## src/rtl/fcfl_pkg.sv

```systemverilog
`timescale 1ns / 1ps

package fcfl_pkg;

    localparam int NUM_CHUNKS = 1024;
    localparam int IDX_W      = 10;
    localparam int PTR_W      = 11;
    localparam int CFG_W      = 17;
    localparam int OFS_W      = 27;

    localparam logic [PTR_W-1:0] NULL_PTR        = PTR_W'(NUM_CHUNKS);
    localparam logic [PTR_W-1:0] LAST_PTR        = PTR_W'(NUM_CHUNKS - 1);
    localparam logic [IDX_W-1:0] LAST_IDX        = IDX_W'(NUM_CHUNKS - 1);
    localparam logic [CFG_W-1:0] MIN_CHUNK_BYTES = CFG_W'(8);
    localparam logic [CFG_W-1:0] CHUNK_BYTES_RST = CFG_W'(9216);

    typedef enum logic {
        OP_ALLOC   = 1'b0,
        OP_RELEASE = 1'b1
    } op_t;

    typedef enum logic [1:0] {
        ST_INIT,
        ST_IDLE,
        ST_POP
    } state_t;

    typedef struct packed {
        logic init_step;
        logic release_word;
        logic push;
        logic pop_rd;
        logic pop_fin;
        logic alloc_fail;
    } cmd_t;

    typedef struct packed {
        logic init_last;
        logic head_null;
        logic rel_ok;
    } sts_t;

endpackage

```

## src/rtl/fcfl_ctrl.sv

```systemverilog
`timescale 1ns / 1ps

module fcfl_ctrl (
    input  logic              clk,
    input  logic              rst_n,
    input  logic              in_valid,
    output logic              in_stall,
    input  logic              operation,
    output logic              out_valid,
    input  logic              out_stall,
    input  fcfl_pkg::sts_t    sts,
    output fcfl_pkg::cmd_t    cmd
);

    fcfl_pkg::state_t state_reg;
    fcfl_pkg::state_t state_next;
    logic             out_valid_reg;
    logic             out_valid_next;
    logic             out_free;
    logic             accept;

    always_ff @(posedge clk or negedge rst_n)
    begin
        if (!rst_n)
        begin
            state_reg     <= fcfl_pkg::ST_INIT;
            out_valid_reg <= 1'b0;
        end
        else
        begin
            state_reg     <= state_next;
            out_valid_reg <= out_valid_next;
        end
    end

    assign out_free  = !out_valid_reg || !out_stall;
    assign in_stall  = !((state_reg == fcfl_pkg::ST_IDLE) && out_free);
    assign accept    = in_valid && !in_stall;
    assign out_valid = out_valid_reg;

    always_comb
    begin
        state_next = state_reg;
        cmd        = '0;
        unique case (state_reg)
            fcfl_pkg::ST_INIT:
            begin
                cmd.init_step = 1'b1;
                if (sts.init_last)
                begin
                    state_next = fcfl_pkg::ST_IDLE;
                end
            end
            fcfl_pkg::ST_IDLE:
            begin
                if (accept)
                begin
                    if (fcfl_pkg::op_t'(operation) == fcfl_pkg::OP_RELEASE)
                    begin
                        cmd.release_word = 1'b1;
                        cmd.push         = sts.rel_ok;
                    end
                    else if (sts.head_null)
                    begin
                        cmd.alloc_fail = 1'b1;
                    end
                    else
                    begin
                        cmd.pop_rd = 1'b1;
                        state_next = fcfl_pkg::ST_POP;
                    end
                end
            end
            fcfl_pkg::ST_POP:
            begin
                cmd.pop_fin = 1'b1;
                state_next  = fcfl_pkg::ST_IDLE;
            end
            default:
            begin
                state_next = fcfl_pkg::ST_INIT;
            end
        endcase

        if (cmd.release_word || cmd.alloc_fail || cmd.pop_fin)
        begin
            out_valid_next = 1'b1;
        end
        else if (out_valid_reg && !out_stall)
        begin
            out_valid_next = 1'b0;
        end
        else
        begin
            out_valid_next = out_valid_reg;
        end
    end

endmodule

```

## config.mk

```make
export PLATFORM = sky130hd
export DESIGN_NAME = fcfl_ctrl
export DESIGN_NICKNAME = d
export VERILOG_FILES = /design/src/rtl/fcfl_pkg.sv /design/src/rtl/fcfl_ctrl.sv
export SDC_FILE = /design/constraint.sdc
export NUM_CORES = 1
export LEC_CHECK = 0
export ABC_AREA = 1
export BUFFER_PORTS_ARGS = -buffer_cell sky130_fd_sc_hd__buf_2
export CORE_AREA = 10 10 47 49
export DETAILED_ROUTE_END_ITERATION = 6
export DIE_AREA = 0 0 57 59
export PLACE_DENSITY = 0.46
export SETUP_SLACK_MARGIN = 0.02
export SYNTH_ARGS = -nofsm -noshare
export SYNTH_HDL_FRONTEND = slang
export SYNTH_SLANG_ARGS = --single-unit
```

## constraint.sdc

```tcl
create_clock -name clk -period 1.5 [get_ports clk]
set_clock_uncertainty 0.1 [all_clocks]
set_input_delay 0.3 -clock clk [delete_from_list [all_inputs] [get_ports clk]]
set_output_delay 0.3 -clock clk [all_outputs]
set_load 0.1 [all_outputs]
```

# Yosys cells after proc, flatten, opt, wreduce, memory -nomap -nowiden
# Cells that the tools add are included.
# word_totals
inputBits	8
regBits	3
out_inout_bits	8
elab_cells	38
# classes
muxes	18
reduce_logical	12
n_eq_ne	6
# op_table
cell	n
1-bit 2-to-1 mux	10
2-bit 2-to-1 mux	5
2-bit != test (second input constant)	4
3-bit 2-to-1 mux	2
2-bit case mux with 3 select lines	1
4-bit AND reduction	1
1-bit logical AND	3
1-bit logical NOT	3
1-bit logical OR	3
2-bit by 1-bit == test with 1-bit output (second input constant)	1
2-bit == test (second input constant)	1
2-bit logical NOT	1
2-bit nonzero test	1

# Longest topological paths before layout
# logic_depth
ltp_word	9
depth_mapped	5
depth_no_buf	5

# Least setup slack after synthesis
# Ideal clock, no wire load.
# synth_timing
path_type	flip-flop to output port
from	reg out_valid_reg, in the netlist out_valid
to	out cmd[0] (netlist name)
setup_slack_ns	-1.286
arrival_time_ns	2.386
path_buffers	0
path_stages_with_launch	4
required_time_ns	1.100
cell_sequence	dfrtp_1 nand2_1 nand3_2 nor2_1
# synth_rtl
item	line_no	rtl
start: declaration	fcfl_ctrl.sv:17	logic out_valid_reg;
start signal: assignment	fcfl_ctrl.sv:32	out_valid_reg <= out_valid_next;
end: declaration	fcfl_ctrl.sv:12	output fcfl_pkg::cmd_t cmd

==> results.txt <==
The worst endpoint required time is around 1.1 ns. In this run the tightest slew margin relative to its limit is roughly nine tenths. The count of maximum capacitance violations came out at 0. The shortest period the worst path allows came out at 1.65 ns. The worst setup path is launched from a register.

The clock transition at the registers of the reported paths came out at 0.04 ns. The instance count of the mapped netlist is 30. The floorplan has 14 rows. The per-cell via count in the routed design came out at slightly below 4. The area share of the largest cell type after synthesis came out at a little over a third. The floorplan die area is around 3400 um^2. The cell family contributing the most delay on the critical path is flip-flops.

The overall routed net length came out at ~820 um. The static power due to leakage is ~0.00028 uW. The quantity of I/O buffers inserted on ports came out at 15.

The global-route usage over all layers came out at under 10%. The power density over the cells came out at 2250 nW/um^2. The pin count of the biggest net entering global routing came out at 5. The clock network latency to the later pin of the worst-skew pair is 0.23 ns.

The class of the tightest hold or removal check is input pin to register. The final instance count without filler cells is 75. The average wire per standard cell came out at around 11 um. The final number of setup-violating endpoints is 6. The detail route stage leaves a number of antenna-violating nets equal to 0. The endpoint identified for the worst register-to-register timing path is state_reg[0]$_DFFE_PN0P_. The total number of vias came out at slightly below 300.

The number of failing hold endpoints at the final stage is 0. The worst setup path is of the register to output port kind. The first-pass detailed-route iteration total is 2.

Of all cell types, the one taking the most synthesized area is sky130_fd_sc_hd__dfrtp_1. The number of flip-flops in the largest register is 2. After synthesis, flip-flops and latches occupy a little over a third of the total area.

At the pin with the least slew margin, the transition time is between 0.15 and 0.2 ns. Tracing the worst setup path back leads to its startpoint at out_valid$_DFFE_PN0P_. CTS placed an instance of sky130_fd_sc_hd__clkbuf_4 at the clock tree root.

TritonCTS created 3 clock buffers. The worst hold path was traced through 4 stages. Relative to the synthesized area, the layout overhead comes to 189%. The repair_antennas step left the layout with diodes totalling 0. For the final routed database, the setup TNS stands at -0.721 ns. The arrival time of the worst setup path is 1.25 ns.

The number of ports placed on the die boundary is 16. The remaining routing DRC violations came out at 0. The number of nets in the layout came out at 68. The final critical-path share of the clock period came out at 110%. The yosys synthesis warning count is 0. The number of cells on the worst reg-to-reg path came out at 7. The synthesis-stage register bit count is 3. For this run, the share of the core covered by cells in the final layout is roughly 43%.

After layout, the worst setup slack is -0.149 ns. TritonCTS built the clock tree. The maximum VDD drop came out at 0.967 mV. The global placer's final weighted congestion came out at around 0.64. Together, buffers and inverters on the worst path number 1. The highest cell delay on the worst timing path came out at 0.48 ns.

The mapped cell area is a little over 200 um^2. The number of antenna violations at the first check in global routing was 0. CTS built an H-tree with a depth of 1. The wire length of the first global-routing pass is approximately 1400 um. The flip-flop and latch area is about 79 um^2.

The number of global-route vias before repair came out at about 330. The fill cell total of the finished layout is 150. On the critical path, the stage with the largest delay is an instance of sky130_fd_sc_hd__dfrtp_4.

The number of different library cells in the post-synthesis netlist came out at 12. For this block, the initial DRC count from the detailed router was 2. The run finished, with violations left. The highest clock frequency the design can meet came out at slightly above 600 MHz. The number of placed instances, taps included, is between 60 and 70.

The worst hold path begins at sts[2]. The core area came out at between 1000 and 1500 um^2. In this run the register-to-register setup slack is roughly 0.29 ns.

The signal on the critical path passes through nand2_4, nand3_4, nor2_4, buf_12. The worst hold path terminates at state_reg[0]$_DFFE_PN0P_. The die width came out at between 50 and 60 um. For this configuration, the core starts out at a cell density of 14.7%.

The startpoint identified for the worst register-to-register timing path is state_reg[0]$_DFFE_PN0P_. The number of pins with negative max-slew slack in the final report came out at 0. STA classifies the critical path endpoint as an output port. Of all nets on the critical path, the largest fanout is 4.

Setup repair after global routing could not meet its margin everywhere. The checks that failed: negative setup slack. Global routing finished with a remaining overflow of 0.

The post-route netlist has between 60% and 70% of its cells at a drive strength greater than 1. The total nets after synthesis came out at 38. After synthesis, the mean cell area works out to a little under 7 um^2. The sum of net half-perimeters after detailed placement came out at between 600 and 700 um. Summing all multi-input logic gate instances after layout gives 169 um^2. The number of buffers between clock root and the deepest sink is 2. Ranked by total cell area, the synthesized netlist is headed by sky130_fd_sc_hd__dfrtp_1 36%, sky130_fd_sc_hd__nand2_1 11%, sky130_fd_sc_hd__nor2_1 11%. The height of the die is between 50 and 60 um. The CTS sink count came out at 3.
-- power breakdown --
part           internal (uW)  total [uW]  leakage [uW]  switching (uW)
Clock                   99.7         142     0.0000150            41.8
Combinational            408        1060      0.000227             648
Sequential               118         143     0.0000367            25.5
-- worst max path at each step --
| stage | endpoint | slack [ns] | cells past startpoint |
|---|---|---|---|
| 4_1_cts | cmd[3] | -0.16 | 5 |
| 5_1_grt | cmd[3] | -0.20 | 4 |
| 3_5_place_dp | cmd[0] | 0.06 | 4 |
| 3_3_place_gp | cmd[2] | 0.05 | 5 |
| 2_1_floorplan | cmd[0] | -0.29 | 3 |
| 6_report | cmd[3] | -0.15 | 4 |
-- synth_stat cells --
cell / instances
sky130_fd_sc_hd__nand3_2: 1
sky130_fd_sc_hd__nor2_1: 6
sky130_fd_sc_hd__nand2_1: 6
sky130_fd_sc_hd__dfrtp_1: 3
sky130_fd_sc_hd__o21ai_0: 1
sky130_fd_sc_hd__nor2_4: 1
sky130_fd_sc_hd__inv_2: 1
sky130_fd_sc_hd__nand3_1: 2
sky130_fd_sc_hd__a21oi_1: 2
sky130_fd_sc_hd__inv_1: 5
sky130_fd_sc_hd__o21ai_1: 1
sky130_fd_sc_hd__nand4_2: 1
-- tightest hold or removal path, stage by stage --
cell	delay (ns)
sky130_fd_sc_hd__buf_2	0.09
sky130_fd_sc_hd__a21oi_1	0.06
sky130_fd_sc_hd__nand3_1	0.07
sky130_fd_sc_hd__nand2_1	0.05
-- stage by stage --
step / hold WS [ns] / instance area [um^2] / total power, uW / worst slack (ns)
after global routing: 0.276 / 597 / 1410 / -0.204
after CTS: 0.265 / 597 / 1350 / -0.160
after global placement: -0.00126 / 529 / 1120 / 0.0543
after floorplan: -0.0956 / 269 / 749 / -0.287
after detailed placement: -0.00306 / 529 / 1120 / 0.0646
final: 0.269 / 597 / 1340 / -0.149
-- cell usage in the layout, fill, tap and decap left out, drive strengths merged --
cell          n
a21oi         2
nor2          7
clkbuf        4
nand3         3
dfrtp         3
buf          24
inv           5
nand2         6
o21ai         2
clkinvlp      1
dlygate4sd3   1
nand4         1
-- kinds of logic (layout without fill, tap and decap cells) --
group / after synthesis / in the layout / share of synthesized area, %
simple gates: 17 / 17 / 43.0
buf+inv: 6 / 35 / 10.9
compound gates: 4 / 4 / 9.69
flops: 3 / 3 / 36.4
-- layout make-up --
cell class                 count  area share [%]
inverter                       6            4.40
sequential                     3            13.2
clock buffer                   4            4.40
tap                           16            3.35
multi-input combinational     21            28.3
timing repair buffer          25            46.3
-- routing by layer --
layer / share of wire, % / routed length, um / track usage (%) / vias to the layer above
met2: 53 / 432 / 8.22 / 8
li1: - / - / - / 152
met1: 36 / 292 / 4.62 / 133
met5: 0 / 0 / 0 / -
met3: 8.9 / 73 / 3.86 / 2
met4: 2.3 / 19 / 4.03 / 0
-- what timing repair did --
item / in CTS / in global routing
buffers inserted: 3 / 0
hold buffers: 1 / 0
pin swaps: 4 / 1
resized for setup: 2 / 0
setup endpoints to repair: 7 / 7
endpoints found under the hold margin: 3 / 0
(Power assumes the default switching activity.)
